==> config.mk <==
export PLATFORM = sky130hd
export DESIGN_NAME = char_lcd_nibble_writer_unit_flat
export DESIGN_NICKNAME = d
export VERILOG_FILES = /design/src/rtl/core/clnw_pkg.sv /design/src/rtl/core/clnw_req_if.sv /design/src/rtl/core/clnw_strb_if.sv /design/src/rtl/core/clnw_cfg_if.sv /design/src/rtl/core/clnw_front.sv /design/src/rtl/core/clnw_queue.sv /design/src/rtl/core/clnw_back.sv /design/src/rtl/core/char_lcd_nibble_writer_unit.sv /design/src/flat_wrapper.sv
export VERILOG_INCLUDE_DIRS = /design/src /design/src/rtl/core
export SDC_FILE = /design/constraint.sdc
export NUM_CORES = 1
export LEC_CHECK = 0
export BUFFER_PORTS_ARGS = -buffer_cell sky130_fd_sc_hd__buf_4
export CAP_MARGIN = 20
export CORE_MARGIN = 5
export CORE_UTILIZATION = 30
export DETAILED_ROUTE_END_ITERATION = 6
export GPL_ROUTABILITY_DRIVEN = 0
export PLACE_DENSITY = 0.49
export SLEW_MARGIN = 20
export SYNTH_ARGS = -nofsm -noshare
export SYNTH_HDL_FRONTEND = slang
export SYNTH_SLANG_ARGS = --single-unit
==> constraint.sdc <==
create_clock -name clk -period 2.4 [get_ports clk]
set_input_delay 0.36 -clock clk [delete_from_list [all_inputs] [get_ports clk]]
set_output_delay 0.36 -clock clk [all_outputs]
set_load 0.1 [all_outputs]
==> src/rtl/core/char_lcd_nibble_writer_unit_macros.svh <==
// ----------------------------------------------------------------------------
// char_lcd_nibble_writer_unit_macros: assertion helpers
// Clocked on clk, disabled while rst_n is low.
// ----------------------------------------------------------------------------
`ifndef CHAR_LCD_NIBBLE_WRITER_UNIT_MACROS_SVH
`define CHAR_LCD_NIBBLE_WRITER_UNIT_MACROS_SVH

// Property that holds in the same cycle
`define CLNW_ASSERT_NOW(label, ante, cons, msg) \
  label: assert property (@(posedge clk) disable iff (!rst_n) (ante) |-> (cons)) \
    else $error(msg);

// Property checked in the cycle after the antecedent
`define CLNW_ASSERT_NEXT(label, ante, cons, msg) \
  label: assert property (@(posedge clk) disable iff (!rst_n) (ante) |=> (cons)) \
    else $error(msg);

`endif

==> src/rtl/core/clnw_pkg.sv <==
// ----------------------------------------------------------------------------
// clnw_pkg
// Shared types, codes and the init strobe table of the LCD nibble writer.
// ----------------------------------------------------------------------------
`timescale 1ns / 1ps
`default_nettype none

package clnw_pkg;

  // Field widths
  localparam int OP_W     = 3;
  localparam int VALUE_W  = 8;
  localparam int COLUMN_W = 6;
  localparam int NIBBLE_W = 4;
  localparam int BEFORE_W = 16;
  localparam int AFTER_W  = 17;
  localparam int STEP_W   = 4;

  // Configuration port
  localparam int CFG_IDX_W  = 1;
  localparam int CFG_DATA_W = 10;
  localparam int ENABLE_W   = 8;
  localparam int GAP_W      = 10;
  localparam logic [CFG_IDX_W-1:0] CFG_ENABLE_HIGH = 1'b0;
  localparam logic [CFG_IDX_W-1:0] CFG_NIBBLE_GAP  = 1'b1;
  localparam logic [ENABLE_W-1:0]  ENABLE_RESET    = 8'd2;
  localparam logic [GAP_W-1:0]     GAP_RESET       = 10'd40;

  // Decoupling queue
  localparam int QDEPTH = 2;
  localparam int QPTR_W = $clog2(QDEPTH);
  localparam int QCNT_W = $clog2(QDEPTH + 1);

  // Waits in microseconds
  localparam logic [BEFORE_W-1:0] POWER_ON_WAIT = 16'd50000;
  localparam logic [AFTER_W-1:0]  SHORT_WAIT    = 17'd5000;
  localparam logic [AFTER_W-1:0]  LONG_WAIT     = 17'd100000;

  // Command bytes
  localparam logic [VALUE_W-1:0] CMD_CLEAR    = 8'h01;
  localparam logic [VALUE_W-1:0] CMD_SET_DDRAM = 8'h80;
  localparam logic [6:0]         ROW1_OFFSET  = 7'h40;

  localparam logic [STEP_W-1:0] INIT_LAST_STEP = 4'd11;

  typedef enum logic [OP_W-1:0] {
    OP_INIT   = 3'd0,
    OP_CMD    = 3'd1,
    OP_DATA   = 3'd2,
    OP_CLEAR  = 3'd3,
    OP_CURSOR = 3'd4
  } op_e;

  // Classified request handed from front to back
  typedef struct packed {
    logic               is_init;
    logic               is_clear;
    logic               rs;
    logic [VALUE_W-1:0] data;
  } desc_t;

  typedef struct packed {
    logic [NIBBLE_W-1:0] nibble;
    logic [BEFORE_W-1:0] pre_wait;
    logic [AFTER_W-1:0]  after;
  } init_step_t;

  // Init sequence: wake-up 3,3,3,2 then 0x28, 0x0C, 0x06, clear
  function automatic init_step_t init_step(input logic [STEP_W-1:0] idx);
    init_step_t s;
    s.nibble   = 4'h0;
    s.pre_wait = '0;
    s.after    = '0;
    case (idx)
      4'd0: begin
        s.nibble   = 4'h3;
        s.pre_wait = POWER_ON_WAIT;
        s.after    = SHORT_WAIT;
      end
      4'd1: begin
        s.nibble = 4'h3;
        s.after  = LONG_WAIT;
      end
      4'd2: begin
        s.nibble = 4'h3;
        s.after  = LONG_WAIT;
      end
      4'd3: begin
        s.nibble = 4'h2;
        s.after  = LONG_WAIT;
      end
      4'd4:  s.nibble = 4'h2;
      4'd5:  s.nibble = 4'h8;
      4'd6:  s.nibble = 4'h0;
      4'd7:  s.nibble = 4'hC;
      4'd8:  s.nibble = 4'h0;
      4'd9:  s.nibble = 4'h6;
      4'd10: s.nibble = 4'h0;
      4'd11: begin
        s.nibble = 4'h1;
        s.after  = SHORT_WAIT;
      end
      default: s.nibble = 4'h0;
    endcase
    return s;
  endfunction

endpackage

`default_nettype wire

==> src/rtl/core/clnw_req_if.sv <==
// ----------------------------------------------------------------------------
// clnw_req_if
// Request channel: op and operands with valid/ready.
// ----------------------------------------------------------------------------
`timescale 1ns / 1ps
`default_nettype none

interface clnw_req_if;
  logic                           valid;
  logic                           ready;
  logic [clnw_pkg::OP_W-1:0]      op;
  logic [clnw_pkg::VALUE_W-1:0]   value;
  logic [clnw_pkg::COLUMN_W-1:0]  column;
  logic                           row;

  modport source (output valid, op, value, column, row, input ready);
  modport sink   (input valid, op, value, column, row, output ready);
endinterface

`default_nettype wire

==> src/rtl/core/clnw_strb_if.sv <==
// ----------------------------------------------------------------------------
// clnw_strb_if
// Strobe channel: one nibble strobe with its waits, valid/ready.
// ----------------------------------------------------------------------------
`timescale 1ns / 1ps
`default_nettype none

interface clnw_strb_if;
  logic                           valid;
  logic                           ready;
  logic                           reg_select;
  logic [clnw_pkg::NIBBLE_W-1:0]  nibble;
  logic [clnw_pkg::BEFORE_W-1:0]  wait_before_us;
  logic [clnw_pkg::AFTER_W-1:0]   wait_after_us;
  logic                           last;

  modport source (output valid, reg_select, nibble, wait_before_us, wait_after_us, last,
                  input ready);
  modport sink   (input valid, reg_select, nibble, wait_before_us, wait_after_us, last,
                  output ready);
endinterface

`default_nettype wire

==> src/rtl/core/clnw_cfg_if.sv <==
// ----------------------------------------------------------------------------
// clnw_cfg_if
// Configuration write channel: register index and data, valid/ready.
// ----------------------------------------------------------------------------
`timescale 1ns / 1ps
`default_nettype none

interface clnw_cfg_if;
  logic                             valid;
  logic                             ready;
  logic [clnw_pkg::CFG_IDX_W-1:0]   index;
  logic [clnw_pkg::CFG_DATA_W-1:0]  data;

  modport source (output valid, index, data, input ready);
  modport sink   (input valid, index, data, output ready);
endinterface

`default_nettype wire

==> src/rtl/core/clnw_front.sv <==
// ----------------------------------------------------------------------------
// clnw_front
// Accepts requests, drops unknown ops and turns the rest into descriptors.
// ----------------------------------------------------------------------------
`timescale 1ns / 1ps
`default_nettype none

module clnw_front (
  clnw_req_if.sink               req,
  input  wire logic              q_ready,
  output clnw_pkg::desc_t        q_desc,
  output logic                   q_push
);

  logic        known_op;
  logic [6:0]  cursor_addr;

  // Cursor address: column plus 0x40 on row 1, fits in 7 bits
  assign cursor_addr = {1'b0, req.column} + (req.row ? clnw_pkg::ROW1_OFFSET : 7'h00);

  // Classify the request
  always_comb begin
    known_op        = 1'b1;
    q_desc.is_init  = 1'b0;
    q_desc.is_clear = 1'b0;
    q_desc.rs       = 1'b0;
    q_desc.data     = req.value;
    case (req.op)
      clnw_pkg::OP_INIT: begin
        q_desc.is_init = 1'b1;
      end
      clnw_pkg::OP_CMD: begin
        q_desc.rs = 1'b0;
      end
      clnw_pkg::OP_DATA: begin
        q_desc.rs = 1'b1;
      end
      clnw_pkg::OP_CLEAR: begin
        q_desc.is_clear = 1'b1;
        q_desc.data     = clnw_pkg::CMD_CLEAR;
      end
      clnw_pkg::OP_CURSOR: begin
        q_desc.data = clnw_pkg::CMD_SET_DDRAM | {1'b0, cursor_addr};
      end
      default: begin
        known_op = 1'b0;
      end
    endcase
  end

  // Unknown ops are taken and dropped
  assign req.ready = q_ready;
  assign q_push    = req.valid && q_ready && known_op;

endmodule

`default_nettype wire

==> src/rtl/core/clnw_queue.sv <==
// ----------------------------------------------------------------------------
// clnw_queue
// Short descriptor FIFO between the front and the strobe sequencer.
// ----------------------------------------------------------------------------
`timescale 1ns / 1ps
`default_nettype none

module clnw_queue (
  input  wire logic             clk,
  input  wire logic             rst_n,
  input  wire logic             push,
  input  clnw_pkg::desc_t       push_desc,
  output logic                  not_full,
  input  wire logic             pop,
  output logic                  head_valid,
  output clnw_pkg::desc_t       head_desc
);

  clnw_pkg::desc_t                  mem_r [clnw_pkg::QDEPTH];
  logic [clnw_pkg::QPTR_W-1:0]      wr_ptr_r, wr_ptr_nxt;
  logic [clnw_pkg::QPTR_W-1:0]      rd_ptr_r, rd_ptr_nxt;
  logic [clnw_pkg::QCNT_W-1:0]      count_r, count_nxt;
  logic                             do_push, do_pop;

  assign not_full   = count_r != clnw_pkg::QCNT_W'(clnw_pkg::QDEPTH);
  assign head_valid = count_r != '0;
  assign head_desc  = mem_r[rd_ptr_r];
  assign do_push    = push && not_full;
  assign do_pop     = pop && head_valid;

  // Pointer and fill count update
  always_comb begin
    wr_ptr_nxt = wr_ptr_r;
    rd_ptr_nxt = rd_ptr_r;
    count_nxt  = count_r;
    if (do_push) begin
      wr_ptr_nxt = (wr_ptr_r == clnw_pkg::QPTR_W'(clnw_pkg::QDEPTH - 1)) ? '0 : wr_ptr_r + 1'b1;
    end
    if (do_pop) begin
      rd_ptr_nxt = (rd_ptr_r == clnw_pkg::QPTR_W'(clnw_pkg::QDEPTH - 1)) ? '0 : rd_ptr_r + 1'b1;
    end
    case ({do_push, do_pop})
      2'b10:   count_nxt = count_r + 1'b1;
      2'b01:   count_nxt = count_r - 1'b1;
      default: count_nxt = count_r;
    endcase
  end

  always_ff @(posedge clk) begin
    if (!rst_n) begin
      wr_ptr_r <= '0;
      rd_ptr_r <= '0;
      count_r  <= '0;
    end else begin
      wr_ptr_r <= wr_ptr_nxt;
      rd_ptr_r <= rd_ptr_nxt;
      count_r  <= count_nxt;
    end
  end

  // Storage
  always_ff @(posedge clk) begin
    if (do_push) begin
      mem_r[wr_ptr_r] <= push_desc;
    end
  end

endmodule

`default_nettype wire

==> src/rtl/core/clnw_back.sv <==
// ----------------------------------------------------------------------------
// clnw_back
// Strobe sequencer: walks a descriptor and emits one strobe per cycle while strb is ready.
// ----------------------------------------------------------------------------
`timescale 1ns / 1ps
`default_nettype none

module clnw_back (
  input  wire logic             clk,
  input  wire logic             rst_n,
  input  wire logic             head_valid,
  input  clnw_pkg::desc_t       head_desc,
  output logic                  pop,
  clnw_strb_if.source           strb
);

  logic [clnw_pkg::STEP_W-1:0]    step_r, step_nxt;
  logic                           out_valid_r, out_valid_nxt;
  logic                           rs_r;
  logic [clnw_pkg::NIBBLE_W-1:0]  nibble_r;
  logic [clnw_pkg::BEFORE_W-1:0]  before_r;
  logic [clnw_pkg::AFTER_W-1:0]   after_r;
  logic                           last_r;

  clnw_pkg::init_step_t           init_s;
  logic [clnw_pkg::NIBBLE_W-1:0]  cur_nibble;
  logic [clnw_pkg::BEFORE_W-1:0]  cur_before;
  logic [clnw_pkg::AFTER_W-1:0]   cur_after;
  logic                           cur_last;
  logic                           load;

  assign init_s = clnw_pkg::init_step(step_r);

  // Strobe fields for the current step
  always_comb begin
    if (head_desc.is_init) begin
      cur_nibble = init_s.nibble;
      cur_before = init_s.pre_wait;
      cur_after  = init_s.after;
      cur_last   = step_r == clnw_pkg::INIT_LAST_STEP;
    end else begin
      // high nibble first
      cur_nibble = step_r[0] ? head_desc.data[3:0] : head_desc.data[7:4];
      cur_before = '0;
      cur_after  = (head_desc.is_clear && step_r[0]) ? clnw_pkg::SHORT_WAIT : '0;
      cur_last   = step_r[0];
    end
  end

  // Output register loads when empty or being taken
  assign load = head_valid && (!out_valid_r || strb.ready);
  assign pop  = load && cur_last;

  always_comb begin
    step_nxt      = step_r;
    out_valid_nxt = out_valid_r;
    if (load) begin
      step_nxt      = cur_last ? '0 : step_r + 1'b1;
      out_valid_nxt = 1'b1;
    end else if (strb.ready) begin
      out_valid_nxt = 1'b0;
    end
  end

  always_ff @(posedge clk) begin
    if (!rst_n) begin
      step_r      <= '0;
      out_valid_r <= 1'b0;
    end else begin
      step_r      <= step_nxt;
      out_valid_r <= out_valid_nxt;
    end
  end

  // Strobe payload
  always_ff @(posedge clk) begin
    if (load) begin
      rs_r     <= head_desc.rs;
      nibble_r <= cur_nibble;
      before_r <= cur_before;
      after_r  <= cur_after;
      last_r   <= cur_last;
    end
  end

  assign strb.valid          = out_valid_r;
  assign strb.reg_select     = rs_r;
  assign strb.nibble         = nibble_r;
  assign strb.wait_before_us = before_r;
  assign strb.wait_after_us  = after_r;
  assign strb.last           = last_r;

endmodule

`default_nettype wire

==> src/rtl/core/char_lcd_nibble_writer_unit.sv <==
// ----------------------------------------------------------------------------
// char_lcd_nibble_writer_unit: character-LCD 4-bit bus writer, top level
// First strobe of a request passes through the queue, then the sequencer's output register.
// One strobe per cycle from the sequencer while out_strb is ready: 2 strobes per byte request, 12 per init.
// Reset empties the queue and sets enable_high_us to 2, nibble_gap_us to 40.
// ----------------------------------------------------------------------------
`timescale 1ns / 1ps
`default_nettype none

`include "char_lcd_nibble_writer_unit_macros.svh"

module char_lcd_nibble_writer_unit (
  input  wire logic     clk,
  input  wire logic     rst_n,
  clnw_req_if.sink      in_req,
  clnw_strb_if.source   out_strb,
  clnw_cfg_if.sink      cfg_wr
);

  clnw_pkg::desc_t                   front_desc;
  logic                              front_push;
  logic                              q_not_full;
  logic                              q_head_valid;
  clnw_pkg::desc_t                   q_head_desc;
  logic                              back_pop;
  logic                              cfg_fire;
  logic [clnw_pkg::ENABLE_W-1:0]     enable_high_r, enable_high_nxt;
  logic [clnw_pkg::GAP_W-1:0]        nibble_gap_r, nibble_gap_nxt;

  // Front: accept and classify
  clnw_front u_front (
    .req     (in_req),
    .q_ready (q_not_full),
    .q_desc  (front_desc),
    .q_push  (front_push)
  );

  // Queue between front and back
  clnw_queue u_queue (
    .clk        (clk),
    .rst_n      (rst_n),
    .push       (front_push),
    .push_desc  (front_desc),
    .not_full   (q_not_full),
    .pop        (back_pop),
    .head_valid (q_head_valid),
    .head_desc  (q_head_desc)
  );

  // Back: strobe sequencer
  clnw_back u_back (
    .clk        (clk),
    .rst_n      (rst_n),
    .head_valid (q_head_valid),
    .head_desc  (q_head_desc),
    .pop        (back_pop),
    .strb       (out_strb)
  );

  // Timing registers kept for the bus driver
  assign cfg_wr.ready = 1'b1;
  assign cfg_fire     = cfg_wr.valid && cfg_wr.ready;

  always_comb begin
    enable_high_nxt = enable_high_r;
    nibble_gap_nxt  = nibble_gap_r;
    if (cfg_fire) begin
      case (cfg_wr.index)
        clnw_pkg::CFG_ENABLE_HIGH: enable_high_nxt = cfg_wr.data[clnw_pkg::ENABLE_W-1:0];
        clnw_pkg::CFG_NIBBLE_GAP:  nibble_gap_nxt  = cfg_wr.data[clnw_pkg::GAP_W-1:0];
        default: begin
          enable_high_nxt = enable_high_r;
        end
      endcase
    end
  end

  always_ff @(posedge clk) begin
    if (!rst_n) begin
      enable_high_r <= clnw_pkg::ENABLE_RESET;
      nibble_gap_r  <= clnw_pkg::GAP_RESET;
    end else begin
      enable_high_r <= enable_high_nxt;
      nibble_gap_r  <= nibble_gap_nxt;
    end
  end

  // Checks
  `CLNW_ASSERT_NEXT(a_cfg_enable, cfg_fire && cfg_wr.index == clnw_pkg::CFG_ENABLE_HIGH, enable_high_r == $past(cfg_wr.data[clnw_pkg::ENABLE_W-1:0]), "enable_high_us write lost")
  `CLNW_ASSERT_NEXT(a_cfg_gap, cfg_fire && cfg_wr.index == clnw_pkg::CFG_NIBBLE_GAP, nibble_gap_r == $past(cfg_wr.data), "nibble_gap_us write lost")
  `CLNW_ASSERT_NOW(a_unknown_drop, in_req.valid && in_req.op > 3'(clnw_pkg::OP_CURSOR), !front_push, "unknown op queued")
  `CLNW_ASSERT_NOW(a_power_on, out_strb.valid && out_strb.wait_before_us != '0, !out_strb.last && out_strb.nibble == 4'h3 && !out_strb.reg_select, "power-on wait on wrong strobe")

endmodule

`default_nettype wire

==> src/flat_wrapper.sv <==
// flat-port wrapper written by rule: the top's interface ports become plain ports
module char_lcd_nibble_writer_unit_flat 
  (clk, rst_n, in_req_valid, in_req_op, in_req_value, in_req_column, in_req_row, in_req_ready, out_strb_valid, out_strb_reg_select, out_strb_nibble, out_strb_wait_before_us, out_strb_wait_after_us, out_strb_last, out_strb_ready, cfg_wr_valid, cfg_wr_index, cfg_wr_data, cfg_wr_ready);
  clnw_req_if in_req_i ();
  clnw_strb_if out_strb_i ();
  clnw_cfg_if cfg_wr_i ();
  input  wire logic clk;
  input  wire logic rst_n;
  input wire logic [$bits(in_req_i.valid)-1:0] in_req_valid;
  input wire logic [$bits(in_req_i.op)-1:0] in_req_op;
  input wire logic [$bits(in_req_i.value)-1:0] in_req_value;
  input wire logic [$bits(in_req_i.column)-1:0] in_req_column;
  input wire logic [$bits(in_req_i.row)-1:0] in_req_row;
  output wire logic [$bits(in_req_i.ready)-1:0] in_req_ready;
  output wire logic [$bits(out_strb_i.valid)-1:0] out_strb_valid;
  output wire logic [$bits(out_strb_i.reg_select)-1:0] out_strb_reg_select;
  output wire logic [$bits(out_strb_i.nibble)-1:0] out_strb_nibble;
  output wire logic [$bits(out_strb_i.wait_before_us)-1:0] out_strb_wait_before_us;
  output wire logic [$bits(out_strb_i.wait_after_us)-1:0] out_strb_wait_after_us;
  output wire logic [$bits(out_strb_i.last)-1:0] out_strb_last;
  input wire logic [$bits(out_strb_i.ready)-1:0] out_strb_ready;
  input wire logic [$bits(cfg_wr_i.valid)-1:0] cfg_wr_valid;
  input wire logic [$bits(cfg_wr_i.index)-1:0] cfg_wr_index;
  input wire logic [$bits(cfg_wr_i.data)-1:0] cfg_wr_data;
  output wire logic [$bits(cfg_wr_i.ready)-1:0] cfg_wr_ready;
  assign in_req_i.valid = in_req_valid;
  assign in_req_i.op = in_req_op;
  assign in_req_i.value = in_req_value;
  assign in_req_i.column = in_req_column;
  assign in_req_i.row = in_req_row;
  assign in_req_ready = in_req_i.ready;
  assign out_strb_valid = out_strb_i.valid;
  assign out_strb_reg_select = out_strb_i.reg_select;
  assign out_strb_nibble = out_strb_i.nibble;
  assign out_strb_wait_before_us = out_strb_i.wait_before_us;
  assign out_strb_wait_after_us = out_strb_i.wait_after_us;
  assign out_strb_last = out_strb_i.last;
  assign out_strb_i.ready = out_strb_ready;
  assign cfg_wr_i.valid = cfg_wr_valid;
  assign cfg_wr_i.index = cfg_wr_index;
  assign cfg_wr_i.data = cfg_wr_data;
  assign cfg_wr_ready = cfg_wr_i.ready;
  char_lcd_nibble_writer_unit u_core (.clk(clk), .rst_n(rst_n), .in_req(in_req_i), .out_strb(out_strb_i), .cfg_wr(cfg_wr_i));
endmodule
Word level (Yosys, flattened, before mapping)
Memories as Yosys holds them, arrays and structs flattened. A register that Yosys moved wholly into a read port is not among the register bits.
Index checks and enable logic that the tools add are counted.
Operators by class
  divide/modulo/power cells: 0
  equality and inequality tests: 15
  muxes and demuxes: 24
  magnitude comparators: 0
  shift operators: 0
  bitwise gates (word level): 0
  multiply operators: 0
  reductions and logical operators: 19
  $add $sub $neg: 6
Operators by type and width (number)
  17-bit one-hot mux with 2 select lines: 1
  4-bit one-hot mux with 6 select lines: 1
  17-bit two-way mux: 1
  16-bit two-way mux: 1
  8-bit one-hot mux with 2 select lines: 1
  1-bit two-way mux: 13
  13-bit two-way mux: 1
  4-bit by 3-bit equality test with 1-bit output, second input constant: 3
  4-bit two-way mux: 3
  4-bit by 2-bit equality test with 1-bit output, second input constant: 2
  4-bit equality test, second input constant: 2
  6-bit by 7-bit adder with 7-bit output: 1
  1-bit logical AND: 7
  7-bit two-way mux: 1
  3-bit by 2-bit equality test with 1-bit output, second input constant: 2
  2-bit nonzero test: 3
  3-bit OR reduction: 2
  5-bit OR reduction: 1
  4-bit by 1-bit adder with 4-bit output, second input constant: 1
  4-bit by 1-bit equality test with 1-bit output, second input constant: 1
  4-bit zero test: 1
  2-bit one-hot mux with 2 select lines: 1
  2-bit OR reduction: 2
  3-bit by 1-bit equality test with 1-bit output, second input constant: 1
  10 further kinds: 11
Storage, ports and cells
  bits in writable memories: 22
  memories: 1
  output and inout bits: 42
  latch bits: 0
  word-level logic and storage cells: 75
  bits in registers: 48
  ROM bits: 0
Memories
  u_core.u_queue.mem_r: depth 2, bits a word 11, read ports 1, clocked after memory_dff 1, write ports 1, RTL line clnw_queue.sv:19  | clnw_pkg::desc_t mem_r [clnw_pkg::QDEPTH];

Longest topological paths before layout
Gate-level depths: netlist of the first run.
  word-level depth: 7
  mapped depth: 9
  depth with buffers taken out: 8

Modules after synthesis
A second synthesis of the first run with hierarchy kept.
Unflattened totals
  cell total of the unflattened synthesis: 209
  area total of the unflattened synthesis: 2372.3 sq um
Modules (own cells, without submodules)
  clnw_back: cells each 111, area each 1066.0 sq um, instances 1
  clnw_queue: cells each 58, area each 1024.7 sq um, instances 1
  clnw_front: cells each 38, area each 270.3 sq um, instances 1
  char_lcd_nibble_writer_unit: cells each 2, area each 11.3 sq um, instances 1

Least setup slack after synthesis of the first run
No wires, ideal clock.
  path kind: register to register
  start point: reg u_core.u_back.out_valid_r (netlist: u_core.u_back.strb.valid)
  end point: reg u_core.u_queue.count_r[1] (netlist name)
  arrival time: 2370 ps
  stages on the path, launching flop included: 8
  slack: -39 ps
  data required time: 2330 ps
  clock period less this slack: 2439 ps
  buffers on the path: 1
  path through: dfxtp_1 nor2b_1 or2_0 clkbuf_1 nor2_2 ha_1 or3_1 a21oi_1
Between the ends
  cells in the longest elaborated chain, start to end: 7
  elaborated cells on any way between the ends: 9
  classes of those cells: 2 x eq/ne; 1 x mux; 6 x reduce/logical
RTL lines
  from (decl): RTL line clnw_back.sv:18  | logic out_valid_r, out_valid_nxt;
  from (signal assigned): RTL line clnw_back.sv:71  | out_valid_r <= out_valid_nxt;
  1-bit zero test *: RTL line clnw_back.sv:51  | assign load = head_valid && (!out_valid_r || strb.ready);
  1-bit logical OR *: RTL line clnw_back.sv:51
  1-bit logical AND *: RTL line clnw_back.sv:51
  1-bit logical AND *: RTL line clnw_back.sv:52  | assign pop = load && cur_last;
  1-bit logical AND *: RTL line clnw_queue.sv:29  | assign do_pop = pop && head_valid;
  net u_core.u_queue.do_pop: RTL line clnw_queue.sv:23  | logic do_push, do_pop;
  2-bit by 1-bit equality test with 1-bit output / 2-bit equality test (equally long branches): RTL line clnw_queue.sv:42  | case ({do_push, do_pop})
  2-bit one-hot mux with 2 select lines / 2-bit nonzero test (equally long branches)
  to (signal assigned): RTL line clnw_queue.sv:57  | count_r <= count_nxt;
  to (decl): RTL line clnw_queue.sv:22  | logic [clnw_pkg::QCNT_W-1:0] count_r, count_nxt;
The timed path passes the listed nets; every way through them passes the cells marked *.
A chain may end at the register's enable or synchronous reset.

Final worst setup path of the first run
  start point: reg u_core.u_back.step_r[1] (netlist name)
  end point: reg u_core.u_queue.count_r[1] (netlist name)
Between the ends
  cells in the longest elaborated chain, start to end: 6
  elaborated cells on any way between the ends: 8
  classes of those cells: 3 x eq/ne; 2 x mux; 3 x reduce/logical
RTL lines
  from (decl): RTL line clnw_back.sv:17  | logic [clnw_pkg::STEP_W-1:0] step_r, step_nxt;
  from (signal assigned): RTL line clnw_back.sv:70  | step_r <= step_nxt;
  4-bit equality test *: RTL line clnw_back.sv:40  | cur_last = step_r == clnw_pkg::INIT_LAST_STEP;
  1-bit two-way mux *: RTL line clnw_back.sv:36  | if (head_desc.is_init) begin
  1-bit logical AND *: RTL line clnw_back.sv:52
  1-bit logical AND *: RTL line clnw_queue.sv:29
  net u_core.u_queue.do_pop: RTL line clnw_queue.sv:23
  2-bit by 1-bit equality test with 1-bit output / 2-bit equality test (equally long branches): RTL line clnw_queue.sv:42
  2-bit one-hot mux with 2 select lines / 2-bit nonzero test (equally long branches)
Marked as above.

==> flow_summary.toml, run 1 <==
[critical_path]
rrSetupSlack_ns = 0.26
cp-endpoint = "u_core.u_queue.count_r[1]"
crit_fanout = 10
crit-reg2reg-capture = "u_core.u_queue.count_r[1]"
start_kind = "flop"
cp.required_ns = 2.63
critical_path.startpoint = "u_core.u_back.step_r[1]"
r2r_start = "u_core.u_back.step_r[1]"
setup.worst_path.end_class = "flop"
timing.critical_path.arrival_ns = 2.37
r2r_cells = 7
critical_setup_path_class = "reg -> reg"

[sta]
least_margin_pin_slew_ns = 0.514
max_slew_margin_pct = 65.6
finalMaxSlewViolations = 0
hold_viol_final = 0
final.period_utilization_pct = 89.1
clock.fmax_ghz = 0.468
fin_setup_tns_ns = 0
final_period_minus_worst_setup_slack_ns = 2.14
skew_ns = 0.00458
hold-worst-slack_ns = 0.360
rsz0062_at_grt = "no"
setup_viol = 0

[logic_synthesis]
syn_inst = 207
async_reset_ff_share_pct = 0
synth_top_cell_by_area = "edfxtp_1"
synth_edf_count = 32
ys_types = 38
synth_top_cell_area_share_pct = 42.5
ys_ff_latch = 42
syn-cell-area_um2 = 2260
synth.area.top_cells = "edfxtp_1 43%, buf_4 10%, dfxtp_1 8.9%"
synth_sequential_area_ratio_pct = 51.4
syn-mean-instance-area_um2 = 10.9
synth_flop_type = "edfxtp_1"
synth.yosys.warnings = 0

[die]
initial_core_util_pct = 31.0
placeableCoreArea_um2 = 7290
die_width_um = 96.8
die_y_um = 96.8
floorplan.io_pins = 76
fp-row-count = 31
floorplan.die_area_um2 = 9370

[worst_hold_path]
hold-path-cell-count = 3
type_of_the_worst_min_delay_path = "in -> reg"
min-delay-start = "rst_n"

[clock_network]
cts-buffers-inserted = 5
clkSinkCount = 42
insertion_delay_ns = 0.30
clk_path_buf_depth = 2
postCtsHoldBufs = 0
clk_pin_slew_ns = 0.08
cts_tree = "done"
cts.htree.levels = 2
cts_setup_buffers = 0
post_cts_resize_count = 0
cts_root_buffer = "clkbuf_8"

[detailed_routing]
detailedRoute.firstIterationViolations = 42
drt_via_density = 4.34
count_of_vias_placed_by_the_detailed_router = 1490
ant_nets = 0
drc = 0
routed_wirelength_mm = 4.02
wl_per_instance_um = 11.7
first_pass_iters = 4

[power_and_ir_drop]
total_leakage_power_uw = 0.00106
ir_drop_worst_vdd_mv = 0.231
power.switching_uw = 1050
share_clk_of_total_power_pct = 23.3
power_frac_seq_pct = 37.2
comb_power_share_pct = 39.5
share_of_total_power_consumed_by_net_switching_pct = 43.1
p_total_uw = 2430
powerDensity_nw_per_um2 = 908
p_int_uw = 1380

[layout]
area_used_by_multi_input_combinational_logic_um2 = 852
share_of_post_route_cells_with_drive_strength_above_1_pct = 27.5
post-route-util_pct = 36.7
filler_cell_count = 755
layout.area.seq_um2 = 1160
insertedDiodeCount = 0
post_synthesis_to_final_layout_area_growth_pct = 18.3
post_layout_net_count = 282

[global_route]
grt_pass1_wl_mm = 6.49
grt.total_usage_pct = 8.35
gr-total-overflow = 0
grt_pass1_vias = 1373
pin_count_of_the_biggest_net_entering_global_routing = 15
number_of_antenna_violations_at_the_first_check_in_global_routing = 0

[status]
status = "completed"

[placement]
numPortBuffers = 44
dp.final_hpwl_mm = 3.01

[flow_run]
drv.max_cap_violation_count = 0
kinds of logic after synthesis:
kind of cell / share of synthesized area (%)
mux: 8.08
simple gates: 13.4
other cells: 0.332
buf+inv: 13.8
xor+xnor: 1.16
flops: 51.4
fa+ha+maj: 2.77
compound gates: 9.03
power by group through the flow:
stage | clock network [uW] | logic, uW | registers (uW)
final | 566 | 959 | 902
after global routing | 614 | 1000 | 909
after CTS | 583 | 966 | 903
after detailed placement | 0 | 964 | 920
after global placement | 0 | 962 | 918
after floorplan | 0 | 632 | 1140
state kept, by name, indices dropped and copies added (netlist names), named ones only:
signal,count
u_core.u_back.step_r,4
u_core.u_back.strb.last,1
u_core.u_back.strb.nibble,4
u_core.u_back.strb.reg_select,1
u_core.u_back.strb.valid,1
u_core.u_back.strb.wait_after_us,3
u_core.u_back.strb.wait_before_us,1
u_core.u_queue.count_r,2
u_core.u_queue.mem_r,22
u_core.u_queue.rd_ptr_r,1
u_core.u_queue.wr_ptr_r,1
synthesized netlist by cell type, types with 4 or more instances:
master	count
edfxtp_1	32
buf_4	30
nand2_1	19
nor2_1	15
a21oi_1	13
dfxtp_1	10
inv_1	8
o21ai_0	8
clkbuf_1	6
nor3_1	6
o22ai_1	6
ha_1	5
nand3_1	5
mux4_1	4
nand2b_1	4
worst min path at each step:
stage,end,slack [ns]
floorplan,flop,0.45
global placement,u_core.u_queue.rd_ptr_r,0.47
detailed placement,u_core.u_queue.rd_ptr_r,0.48
CTS,flop,0.35
global route,u_core.u_queue.rd_ptr_r,0.36
finish,flop,0.36
through the flow:
step | instance area, um^2 | setup WS, ns | cells
2_1_floorplan | 2330 | 0.273 | 224
3_3_place_gp | 2560 | 0.267 | 335
3_5_place_dp | 2560 | 0.258 | 335
4_1_cts | 2670 | 0.237 | 343
5_1_grt | 2670 | 0.0835 | 343
6_report | 2670 | 0.262 | 343
routing by layer:
metal | vias to the layer above | global-route usage, % | routed length, um
met2 | 56 | 12.8 | 1750
met4 | 0 | 3.56 | 45
li1 | 755 | - | -
met3 | 6 | 2.81 | 276
met1 | 673 | 10.7 | 1950
met5 | - | 0 | 0
final cells by class:
type / count / share of cell area (%)
inverters: 8 / 1.12
clock buffers: 5 / 2.57
flip-flops and latches: 42 / 43.5
clock inverters: 3 / 1.69
multi-input cells: 134 / 31.9
repair buffers: 52 / 14.6
well taps: 99 / 4.63
worst max-delay path: stages, from the launching register on:
cell and delay [ns]:
dfxtp_1 0.40, ha_1 0.38, and3b_1 0.24, mux2i_2 0.09, nor2_2 0.18, ha_1 0.30
or3_1 0.35, a21oi_1 0.14
cells in the final DEF (no fill, tap or decap), types with 2 or more instances in the layout:
cell type / netlist / final
a21oi_1: 13 / 13
a31oi_1: 3 / 3
and3b_1: 3 / 3
buf_4: 30 / 52
clkbuf_8: 1 / 5
clkinvlp_4: 0 / 2
conb_1: 2 / 19
dfxtp_1: 10 / 9
edfxtp_1: 32 / 32
ha_1: 5 / 5
inv_1: 8 / 8
mux2i_1: 3 / 3
mux4_1: 4 / 4
nand2_1: 19 / 19
nand2b_1: 4 / 3
nand3_1: 5 / 5
nor2_1: 15 / 15
nor2b_1: 3 / 3
nor3_1: 6 / 6
nor3b_1: 3 / 3
o21ai_0: 8 / 8
o22ai_1: 6 / 6
xnor2_1: 2 / 2
Power figures use the tool's default switching activity.
==> run 2, diff against run 1 <==
CAP_MARGIN = not set   (was 20)
SYNTH_HIERARCHICAL = 1   (was not set)
==> run 2 against run 1 <==
Critical path type unchanged. Critical endpoint is now u_core/u_queue/count_r[1]. Via count shrank 0.60%. Sequential share of layout area is 0.85 points lower. Wire length rose by 4.1%. Clock power decreased by 21%.
==> flow_summary.toml, run 2 <==
[global_route]
pin_count_of_the_biggest_net_entering_global_routing = 15
number_of_antenna_violations_at_the_first_check_in_global_routing = 0
grt_pass1_wl_mm = 6.62
grt.total_usage_pct = 8.44
grt_pass1_vias = 1405
gr-total-overflow = 0

[sta]
final.period_utilization_pct = 94.3
final_period_minus_worst_setup_slack_ns = 2.26
rsz0062_at_grt = "no"
hold-worst-slack_ns = 0.356
hold_viol_final = 0
fin_setup_tns_ns = 0
clock.fmax_ghz = 0.442
least_margin_pin_slew_ns = 0.527
max_slew_margin_pct = 64.9
finalMaxSlewViolations = 0
skew_ns = 0.00583
setup_slack_ns = 0.136
setup_viol = 0

[worst_hold_path]
type_of_the_worst_min_delay_path = "in -> reg"
hold-path-cell-count = 2

[die]
placeableCoreArea_um2 = 7730
initial_core_util_pct = 30.7
floorplan.die_area_um2 = 9790
die_y_um = 98.9
fp-row-count = 32
die_width_um = 98.9
floorplan.io_pins = 76

[logic_synthesis]
syn-cell-area_um2 = 2370
synth_top_cell_by_area = "edfxtp_1"
syn_inst = 209
syn-mean-instance-area_um2 = 11.4
synth.yosys.warnings = 6
async_reset_ff_share_pct = 0
synth.area.top_cells = "edfxtp_1 41%, buf_4 10%, dfxtp_1 8.4%"
synth_flop_type = "edfxtp_1"
synth_sequential_area_ratio_pct = 48.9
synth_edf_count = 32
ys_ff_latch = 42
synthTopCellsByCount = "32 x buf_4, 32 x edfxtp_1, 16 x nand2_1, 11 x mux2_2, 10 x dfxtp_1"
synth_top_cell_area_share_pct = 40.5
ys_types = 46

[layout]
post_layout_net_count = 281
share_of_post_route_cells_with_drive_strength_above_1_pct = 34.2
layout.area.seq_um2 = 1160
insertedDiodeCount = 0
largest_register_ffs = 22
final_cell_count_no_fill = 345
area_used_by_multi_input_combinational_logic_um2 = 943
post_synthesis_to_final_layout_area_growth_pct = 14.8
postLayoutCellArea_um2 = 2720
filler_cell_count = 783
most-common-layout-cells = "49 x buf_4, 32 x edfxtp_1, 19 x conb_1, 16 x nand2_1, 11 x mux2_2"
commonest_non_fill_non_tap_cell_in_the_layout = "buf_4"
regMostFlops = "u_core/u_queue/mem_r"

[clock_network]
cts_root_buffer = "clkbuf_8"
cts_tree = "done"
postCtsHoldBufs = 0
cts_setup_buffers = 0
post_cts_resize_count = 0
clkSinkCount = 42
clk_pin_slew_ns = 0.08
insertion_delay_ns = 0.29
cts.htree.levels = 2
cts-buffers-inserted = 5
clk_path_buf_depth = 2

[critical_path]
critical_path.cell_chain = "mux2_2, nor2b_4, a31oi_4, nor2_1, o21a_1, ha_1, or3_1, a21boi_1"
cp.required_ns = 2.63
top_cell_family_by_delay_on_the_critical_path = "simple AND/OR/NAND/NOR gates"
crit_fanout = 10
worst-path-stages = 8
largest_stage_delay_on_the_critical_path_ns = 0.44
critPathBufInv = 0
critical_setup_path_class = "reg -> reg"
timing.critical_path.arrival_ns = 2.49
start_kind = "flop"
r2r_cells = 8
setup.worst_path.end_class = "flop"
critical-path-slowest-cell = "mux2_2"

[placement]
placed_cells_incl_taps = 337
placed_cell_area_um2 = 2630
numPortBuffers = 44
dp.final_hpwl_mm = 3.13
post_place_setup_slack_ns = 0.152

[power_and_ir_drop]
powerDensity_nw_per_um2 = 798
total_leakage_power_uw = 0.00105
ir_drop_worst_vdd_mv = 0.184

[detailed_routing]
detailedRoute.firstIterationViolations = 25
first_pass_iters = 4
routed_wirelength_mm = 4.18
ant_nets = 0
drt_via_density = 4.29
wl_per_instance_um = 12.1
drc = 0
count_of_vias_placed_by_the_detailed_router = 1481

[status]
status = "completed"

[flow_run]
drv.max_cap_violation_count = 0
==> run 2: report_power, final <==
group	internal, uW	switching (uW)	total, uW
clock	205	245	449
sequential	857	24.3	881
combinational	178	665	843
==> run 2: logic make-up after synthesis <==
logic type | synth area share, %
AOI/OAI and AO/OA | 14.0
buffers and inverters | 14.0
DFF | 48.9
and+or+nand+nor | 12.1
xor gates and xnor gates | 1.11
adders and majority gates | 2.64
other | 0.317
muxes | 6.91
==> run 2: through the flow <==
stage / total power (uW) / utilization (%)
after floorplan: 1650 / -
after global placement: 1740 / 34.1
after detailed placement: 1750 / 34.1
after CTS: 2200 / 35.2
after global routing: 2260 / 35.2
final: 2170 / 35.2
==> run 2: routing by layer <==
layer  wire length (um)  part of all wire (%)  vias to the layer above  global-route usage (%)
li1                   -                     -                      746                       -
met4                 72                   1.7                        0                    3.47
met1               1960                    47                      678                    11.2
met5                  0                     0                        -                       0
met2               1870                    45                       53                    13.1
met3                277                   6.6                        4                    2.12
==> run 2: final cells by class <==
cell class	count	share of cell area (%)
Clock buffer	5	2.53
Tap cell	102	4.69
Sequential cell	42	42.6
Inverter	9	1.24
Timing Repair Buffer	49	13.5
Multi-Input combinational cell	135	34.7
Clock inverter	3	0.735
==> run 2: path summary, 6_finish.rpt <==
| kind | from | end | slack [ns] |
|---|---|---|---|
| max | flop | u_core/u_queue/count_r[1] | 0.14 |
| min | rst_n | u_core/u_queue/count_r[0] | 0.36 |
| min reg2reg | u_core/u_back/strb.valid | u_core/u_back/strb.valid | 0.51 |
| max reg2reg | flop | u_core/u_queue/count_r[1] | 0.14 |
